==> src/rtl/core/prc_pkg.sv <==
// Shared types, register map and reset values of the PNG region carver.
package prc_pkg;

    localparam int unsigned REG_DATA_BITS = 64;
    localparam int unsigned REG_ADDR_BITS = 5;
    localparam int unsigned REG_IDX_BITS = 2;
    localparam int unsigned OUT_OFF_BITS = 48;
    localparam int unsigned COUNT_BITS = 32;

    localparam logic [REG_IDX_BITS-1:0] REG_HEADER_SIG = 2'd0;
    localparam logic [REG_IDX_BITS-1:0] REG_TRAILER_SIG = 2'd1;
    localparam logic [REG_IDX_BITS-1:0] REG_MAX_LENGTH = 2'd2;

    localparam logic [63:0] HEADER_SIG_RESET = 64'h8950_4E47_0D0A_1A0A;
    localparam logic [63:0] TRAILER_SIG_RESET = 64'h4945_4E44_AE42_6082;
    localparam logic [COUNT_BITS-1:0] MAX_LENGTH_RESET = 32'h0280_0000;

    localparam logic EVENT_COMPLETE = 1'b0;
    localparam logic EVENT_ABANDONED = 1'b1;

    typedef struct packed {
        logic [63:0]           header_sig;
        logic [63:0]           trailer_sig;
        logic [COUNT_BITS-1:0] max_length;
    } cfg_t;

    typedef struct packed {
        logic       vld;
        logic [7:0] data;
    } item_t;

endpackage

==> src/rtl/core/prc_cfg_regs.sv <==
// Configuration register file of the PNG region carver behind an APB-style port.
module prc_cfg_regs
(
    input  logic                                clk,
    input  logic                                rst_n,
    input  logic                                psel,
    input  logic                                penable,
    input  logic                                pwrite,
    input  logic [prc_pkg::REG_ADDR_BITS-1:0]   paddr,
    input  logic [prc_pkg::REG_DATA_BITS-1:0]   pwdata,
    output logic [prc_pkg::REG_DATA_BITS-1:0]   prdata,
    output logic                                pready,
    output prc_pkg::cfg_t                       cfg
);

    prc_pkg::cfg_t                       cfg_reg;
    logic [prc_pkg::REG_IDX_BITS-1:0]    reg_idx;
    logic                                wr_en;

    assign reg_idx = paddr[prc_pkg::REG_ADDR_BITS-1:3];
    assign pready = 1'b1;
    assign wr_en = psel && penable && pwrite;
    assign cfg = cfg_reg;

    always_ff @(posedge clk or negedge rst_n)
    begin
        if (!rst_n)
        begin
            cfg_reg.header_sig <= prc_pkg::HEADER_SIG_RESET;
            cfg_reg.trailer_sig <= prc_pkg::TRAILER_SIG_RESET;
            cfg_reg.max_length <= prc_pkg::MAX_LENGTH_RESET;
        end
        else if (wr_en)
        begin
            unique case (reg_idx)
                prc_pkg::REG_HEADER_SIG:  cfg_reg.header_sig <= pwdata;
                prc_pkg::REG_TRAILER_SIG: cfg_reg.trailer_sig <= pwdata;
                prc_pkg::REG_MAX_LENGTH:
                    cfg_reg.max_length <= pwdata[prc_pkg::COUNT_BITS-1:0];
                default: ;
            endcase
        end
    end

    always_comb
    begin
        unique case (reg_idx)
            prc_pkg::REG_HEADER_SIG:  prdata = cfg_reg.header_sig;
            prc_pkg::REG_TRAILER_SIG: prdata = cfg_reg.trailer_sig;
            prc_pkg::REG_MAX_LENGTH:
                prdata = prc_pkg::REG_DATA_BITS'(cfg_reg.max_length);
            default: prdata = '0;
        endcase
    end

endmodule

==> src/rtl/core/prc_in_stage.sv <==
// Input register that holds one stream byte for the scan stage.
module prc_in_stage
(
    input  logic           clk,
    input  logic           rst_n,
    input  logic           data_valid,
    output logic           data_stall,
    input  logic [7:0]     data_byte,
    input  logic           advance,
    output prc_pkg::item_t item
);

    logic       vld_reg;
    logic       vld_next;
    logic [7:0] byte_reg;
    logic       accept;

    assign data_stall = vld_reg && !advance;
    assign accept = data_valid && !data_stall;

    always_comb
    begin
        vld_next = vld_reg;
        if (accept)
        begin
            vld_next = 1'b1;
        end
        else if (advance)
        begin
            vld_next = 1'b0;
        end
    end

    always_ff @(posedge clk or negedge rst_n)
    begin
        if (!rst_n)
        begin
            vld_reg <= 1'b0;
        end
        else
        begin
            vld_reg <= vld_next;
        end
    end

    always_ff @(posedge clk)
    begin
        if (accept)
        begin
            byte_reg <= data_byte;
        end
    end

    assign item.vld = vld_reg;
    assign item.data = byte_reg;

endmodule

==> src/rtl/core/prc_scan.sv <==
// Signature matching, region tracking and result register of the PNG region carver.
module prc_scan
#(
    parameter int unsigned SIG_LEN = 8,
    parameter int unsigned OFFSET_BITS = 48
)
(
    input  logic                                clk,
    input  logic                                rst_n,
    input  prc_pkg::cfg_t                       cfg,
    input  prc_pkg::item_t                      item,
    output logic                                advance,
    output logic                                event_valid,
    input  logic                                event_stall,
    output logic                                event_kind,
    output logic [prc_pkg::OUT_OFF_BITS-1:0]    region_start,
    output logic [prc_pkg::OUT_OFF_BITS-1:0]    region_end
);

    localparam int unsigned WIN_BITS = 8 * SIG_LEN;
    localparam int unsigned EXT_BITS = 64;
    localparam logic [OFFSET_BITS-1:0] OFF_MAX = '1;
    localparam logic [OFFSET_BITS-1:0] SIG_LEN_OFF = OFFSET_BITS'(SIG_LEN);
    localparam logic [prc_pkg::COUNT_BITS-1:0] SIG_LEN_CNT = prc_pkg::COUNT_BITS'(SIG_LEN);
    localparam logic [prc_pkg::COUNT_BITS-1:0] CNT_MAX = '1;

    logic                             phase_reg, phase_next;
    logic [WIN_BITS-1:0]              window_reg, window_next;
    logic [OFFSET_BITS-1:0]           offset_reg, offset_next;
    logic [OFFSET_BITS-1:0]           start_reg, start_next;
    logic [prc_pkg::COUNT_BITS-1:0]   count_reg, count_next;
    logic [prc_pkg::COUNT_BITS-1:0]   count_inc;
    logic                             full;
    logic                             emit;
    logic                             emit_kind;

    logic                             out_vld_reg, out_vld_next;
    logic                             kind_reg;
    logic [prc_pkg::OUT_OFF_BITS-1:0] start_out_reg;
    logic [prc_pkg::OUT_OFF_BITS-1:0] end_out_reg;
    logic [EXT_BITS-1:0]              start_ext;
    logic [EXT_BITS-1:0]              end_ext;

    assign advance = item.vld && (!out_vld_reg || !event_stall);

    always_comb
    begin
        window_next = {window_reg[WIN_BITS-9:0], item.data};
        offset_next = (offset_reg == OFF_MAX) ? offset_reg : offset_reg + 1'b1;
        count_inc = (count_reg == CNT_MAX) ? count_reg : count_reg + 1'b1;
        full = count_inc >= SIG_LEN_CNT;
        phase_next = phase_reg;
        start_next = start_reg;
        count_next = count_inc;
        emit = 1'b0;
        emit_kind = prc_pkg::EVENT_COMPLETE;
        if (!phase_reg)
        begin
            if (full && window_next == cfg.header_sig[WIN_BITS-1:0])
            begin
                start_next = (offset_next >= SIG_LEN_OFF) ? offset_next - SIG_LEN_OFF : '0;
                phase_next = 1'b1;
                count_next = '0;
            end
        end
        else
        begin
            priority if (full && window_next == cfg.trailer_sig[WIN_BITS-1:0])
            begin
                emit = 1'b1;
                emit_kind = prc_pkg::EVENT_COMPLETE;
                phase_next = 1'b0;
                count_next = '0;
            end
            else if (count_inc >= cfg.max_length)
            begin
                emit = 1'b1;
                emit_kind = prc_pkg::EVENT_ABANDONED;
                phase_next = 1'b0;
                count_next = '0;
            end
            else
            begin
                emit = 1'b0;
            end
        end
    end

    always_ff @(posedge clk or negedge rst_n)
    begin
        if (!rst_n)
        begin
            phase_reg <= 1'b0;
            window_reg <= '0;
            offset_reg <= '0;
            start_reg <= '0;
            count_reg <= '0;
        end
        else if (advance)
        begin
            phase_reg <= phase_next;
            window_reg <= window_next;
            offset_reg <= offset_next;
            start_reg <= start_next;
            count_reg <= count_next;
        end
    end

    assign start_ext = EXT_BITS'(start_reg);
    assign end_ext = EXT_BITS'(offset_next);

    always_comb
    begin
        out_vld_next = out_vld_reg;
        if (advance && emit)
        begin
            out_vld_next = 1'b1;
        end
        else if (!event_stall)
        begin
            out_vld_next = 1'b0;
        end
    end

    always_ff @(posedge clk or negedge rst_n)
    begin
        if (!rst_n)
        begin
            out_vld_reg <= 1'b0;
        end
        else
        begin
            out_vld_reg <= out_vld_next;
        end
    end

    always_ff @(posedge clk)
    begin
        if (advance && emit)
        begin
            kind_reg <= emit_kind;
            start_out_reg <= start_ext[prc_pkg::OUT_OFF_BITS-1:0];
            end_out_reg <= end_ext[prc_pkg::OUT_OFF_BITS-1:0];
        end
    end

    assign event_valid = out_vld_reg;
    assign event_kind = kind_reg;
    assign region_start = start_out_reg;
    assign region_end = end_out_reg;

endmodule

==> src/rtl/core/png_region_carver.sv <==
// Top level of the PNG region carver: byte stream in, region events out.
//
// The stream enters one byte per beat on data_valid/data_byte; the block
// holds off with data_stall. Each byte is captured in an input register and
// compared against the header or trailer signature when the scan stage takes it.
// A finished region, or one abandoned when max_length bytes pass after the
// header, leaves as one beat on event_valid with event_kind, region_start
// and region_end; the receiver holds it with event_stall.
// An accepted byte reaches its event through the input register and then the
// result register; one byte is taken every cycle while that register drains. When the receiver
// stalls a held event, the byte in the input register waits and data_stall
// rises in the same cycle, so at most one byte is buffered inside.
// Signatures and the length limit are written over the APB-style port at
// byte addresses 0, 8 and 16, by the user only while the block is idle (unenforced).
// Reset clears the search phase, the window, the stream offset and the
// counters, restores the default PNG signatures and limit, and drops any
// pending event. No clearing pass is needed.
module png_region_carver
#(
    parameter int unsigned SIG_LEN = 8,
    parameter int unsigned OFFSET_BITS = 48
)
(
    input  logic                                clk,
    input  logic                                rst_n,
    input  logic                                psel,
    input  logic                                penable,
    input  logic                                pwrite,
    input  logic [prc_pkg::REG_ADDR_BITS-1:0]   paddr,
    input  logic [prc_pkg::REG_DATA_BITS-1:0]   pwdata,
    output logic [prc_pkg::REG_DATA_BITS-1:0]   prdata,
    output logic                                pready,
    input  logic                                data_valid,
    output logic                                data_stall,
    input  logic [7:0]                          data_byte,
    output logic                                event_valid,
    input  logic                                event_stall,
    output logic                                event_kind,
    output logic [prc_pkg::OUT_OFF_BITS-1:0]    region_start,
    output logic [prc_pkg::OUT_OFF_BITS-1:0]    region_end
);

    prc_pkg::cfg_t  cfg;
    prc_pkg::item_t item;
    logic           advance;

    prc_cfg_regs u_cfg_regs
    (
        .clk     (clk),
        .rst_n   (rst_n),
        .psel    (psel),
        .penable (penable),
        .pwrite  (pwrite),
        .paddr   (paddr),
        .pwdata  (pwdata),
        .prdata  (prdata),
        .pready  (pready),
        .cfg     (cfg)
    );

    prc_in_stage u_in_stage
    (
        .clk        (clk),
        .rst_n      (rst_n),
        .data_valid (data_valid),
        .data_stall (data_stall),
        .data_byte  (data_byte),
        .advance    (advance),
        .item       (item)
    );

    prc_scan
    #(
        .SIG_LEN     (SIG_LEN),
        .OFFSET_BITS (OFFSET_BITS)
    )
    u_scan
    (
        .clk          (clk),
        .rst_n        (rst_n),
        .cfg          (cfg),
        .item         (item),
        .advance      (advance),
        .event_valid  (event_valid),
        .event_stall  (event_stall),
        .event_kind   (event_kind),
        .region_start (region_start),
        .region_end   (region_end)
    );

`ifndef SYNTH
    a_stall_needs_byte: assert property (@(posedge clk) disable iff (!rst_n)
        data_stall |-> item.vld)
        else $error("Input stalled with no byte held.");

    a_no_stall_when_free: assert property (@(posedge clk) disable iff (!rst_n)
        (!event_valid || !event_stall) |-> !data_stall)
        else $error("Input stalled while the result register could take a beat.");

    a_event_from_byte: assert property (@(posedge clk) disable iff (!rst_n)
        $rose(event_valid) |-> $past(advance))
        else $error("Event raised without a processed byte.");
`endif

endmodule

==> config.mk <==
export PLATFORM = sky130hd
export DESIGN_NAME = png_region_carver
export DESIGN_NICKNAME = d
export VERILOG_FILES = /design/src/rtl/core/prc_pkg.sv /design/src/rtl/core/prc_cfg_regs.sv /design/src/rtl/core/prc_in_stage.sv /design/src/rtl/core/prc_scan.sv /design/src/rtl/core/png_region_carver.sv
export SDC_FILE = /design/constraint.sdc
export NUM_CORES = 1
export LEC_CHECK = 0
export ABC_CLOCK_PERIOD_IN_PS = 13750
export BUFFER_PORTS_ARGS = -buffer_cell sky130_fd_sc_hd__buf_2
export CAP_MARGIN = 20
export CORE_ASPECT_RATIO = 0.8
export CORE_UTILIZATION = 50
export DETAILED_ROUTE_END_ITERATION = 12
export PLACE_DENSITY = 0.74
export SYNTH_ARGS = -nofsm -noshare
export SYNTH_HDL_FRONTEND = slang
export SYNTH_SLANG_ARGS = --single-unit
==> constraint.sdc <==
create_clock -name clk -period 13.75 [get_ports clk]
set_input_delay 0.6875 -clock clk [delete_from_list [all_inputs] [get_ports clk]]
set_output_delay 0.6875 -clock clk [all_outputs]
set_load 0.005 [all_outputs]
==> flow_summary.yaml <==
setup_path:
  critical_path_class: "reg2reg"
  cp.arrival_ns: 6.43
  critPathLaunchType: "flip-flop"
  endpoint_kind: "flip-flop"
  worstPathMaxFanout: 30
  crit_required_ns: 14.19
grt:
  grt_max_degree: 99
  grt_pass1_vias: 17900
  overflow: 0
  antenna_found_initial: 5
  grt_pass1_wl_mm: 105
  track_usage_pct: 28.1
timing:
  setup_violations: 0
  holdWs_ns: 0.0735
  layout_min_cycle_time_ns: 5.99
  skew_ns: 0.0355
  slew_violations: 0
  relSlewSlack_pct: 27.3
  hold_violations: 0
  fin_crit_sh_pct: 43.6
  worst_slack_ns: 7.76
  tightest_slew_ns: 1.09
  fmax_ghz: 0.167
  rsz0062_at_grt: "false"
  tns_ns: 0
detailed_routing:
  routed_wl_mm: 67.8
  drtPass1Iterations: 5
  drtAntennaViolNets: 0
  num_vias: 18600
  wire_per_inst_um: 21.4
  vias_per_cell: 5.87
  drc: 0
  first_iter_violations: 1784
synthesis:
  synth.net_count: 2442
  synth_top_family_by_area: "simple AND/OR/NAND/NOR gates"
  syn_inst: 2323
  ys_warn_count: 0
  synthTopCellsByArea: "dfrtp_1 32%, edfxtp_1 13%, mux2_2 7.1%"
  synth_edf_count: 105
  synth_common_cells: "354 x nand2_1, 299 x dfrtp_1, 150 x mux2_2, 150 x xor2_1, 138 x o21ai_0"
  syn_avg_cell_area_um2: 10.2
  synth-simple-area-share_pct: 17.6
  synth_area_um2: 23700
  async_reset_ff_share_pct: 76.8
  muxShareOfSynthArea_pct: 9.90
  synth_compound_area_share_pct: 7.92
  ys.flop_type: "dfrtp_1"
  synth_cell_types: 74
  yosys.area.top_type: "dfrtp_1"
  yosysTopAreaCellShare_pct: 31.5
  yosys_register_bits: 452
  synth_xor_xnor_area_share_pct: 8.67
  yosysSeqAreaShare_pct: 50.1
  synth_most_common_cell: "nand2_1"
  synth_fa_ha_area_share_pct: 1.85
clocking:
  htree_levels: 2
  cts_resized: 0
  cts_tree: "built"
  postCtsSetupRepairBufs: 0
  clkSlewWorstSetupHoldPaths_ns: 0.06
  cts_buffers: 46
  ctsHoldBuffers: 0
  clk_path_buf_depth: 3
  root_buffer: "clkbuf_16"
  clk_latency_ns: 0.60
  clock_sinks: 452
finish:
  largest_reg_flops: 160
  nets: 2620
  drive_above_1_share_pct: 22.1
  syn_to_final_growth_pct: 13.2
  fin_cells: 3164
run_status:
  outcome: "finished clean"
placement:
  gp_congestion: 0.975
  io_buffers: 243
  dp_hpwl_mm: 49.0
  dp_cells: 3072
  pre_cts_ws_ns: 7.89
power_and_ir_drop:
  p_per_area_nw_per_um2: 144
  totalPowerFinal_mw: 3.87
  p_leak_nw: 12.5
  irDropWorstVdd_mv: 0.0890
floorplan:
  fp.dieW_um: 246
  rows: 71
  initial_core_util_pct: 50.6
  dieArea_um2: 48300
  io-pin-count: 248
  core_um2: 46900
  die_y_um: 197
run:
  drv_cap: 0
min_path:
  timing.hold.worst.class: "in2async"
==> cell type report <==
class | instances | area (µm²)
multi-input combinational | 1639 | 10900
antenna | 5 | 12.5
inverter | 98 | 370
fill | 4002 | 20000
sequential | 452 | 11900
timing repair buffer | 264 | 1410
clock buffer | 63 | 1250
tap | 620 | 776
clock inverter | 23 | 230
==> path summary, 6_finish.rpt <==
check | startpoint | endpoint | slack, ns | cells past startpoint
max reg2reg | u_scan.offset_reg[0] | u_scan.start_reg[31] | 7.76 | 12
min in group clk | data_byte[2] | u_in_stage.byte_reg[2] | 0.27 | 1
max | u_scan.offset_reg[0] | u_scan.start_reg[31] | 7.76 | 12
min | rst_n | u_scan.start_reg[26] | 0.07 | 1
max in group asynchronous | rst_n | u_cfg_regs.cfg[131] | 11.60 | 3
min reg2reg | u_scan.start_reg[11] | u_scan.region_start[11] | 0.44 | 0
==> layout by cell type, fill, tap and decap left out, types with 10 or more instances in the layout <==
cell type  Yosys  final
o21ai_1       11     11
mux2_2       150    150
a221oi_1      10     10
nor2_1       114    114
buf_4          4     21
o21ai_0      138    138
xor2_1       150    150
nor3_1        58     57
a22o_1        14     14
dfrtp_1      299    299
edfxtp_1     105    105
nand4_1       57     57
and3_1        21     21
or2_2         14     14
a21o_1        15     15
mux2i_1       66     66
inv_1         98     97
and4_1        17     17
ha_1          35     35
xnor2_1       85     85
or3_1         20     20
o22ai_1       13     13
clkbuf_16      0     47
a21oi_1       21     21
nand3_1       80     80
clkbuf_1      91     15
dfstp_2       48     48
or4_1         13     13
nor4_1        51     51
nand2_1      354    353
buf_2         20    241
==> cells by family (layout without fill, tap and decap cells) <==
| logic type | after synthesis | count (layout) |
|---|---|---|
| xor+xnor | 235 | 235 |
| other cells | 1 | 6 |
| fa+ha+maj | 35 | 35 |
| buf+inv | 232 | 448 |
| compound gates | 299 | 299 |
| mux | 216 | 216 |
| simple gates | 853 | 853 |
| flops | 452 | 452 |
==> stage by stage <==
step	cell area, µm²	util, %
2_1_floorplan	23700	-
3_3_place_gp	25400	54.1
3_5_place_dp	25400	54.1
4_1_cts	26800	57.2
5_1_grt	26900	57.3
6_report	26900	57.3
==> critical path, cell delays in order, from the launching register on <==
cell and delay, ns:
dfrtp_1 0.46, ha_1 0.38, nand4_1 0.32, nor2_1 0.58, nand4_1 0.61, a2111oi_0 0.84
o211ai_1 0.32, or4b_1 0.71, or4_4 0.57, nand4bb_1 0.21, buf_4 0.25, nand2_1 0.41
o21ai_0 0.18
==> power by group <==
| group | internal (mW) | switching, mW |
|---|---|---|
| Sequential | 1.56 | 0.208 |
| Clock | 0.712 | 0.535 |
| Combinational | 0.381 | 0.479 |
| Total | 2.65 | 1.22 |
==> per-layer routing <==
metal | vias to the layer above | wire [µm] | GRT usage, %
li1 | 8520 | - | -
met1 | 9190 | 30700 | 41.6
met2 | 742 | 29600 | 41.8
met3 | 121 | 5160 | 4.04
met4 | 0 | 2330 | 9.96
met5 | - | 0 | 0
(Power assumes the default switching activity.)
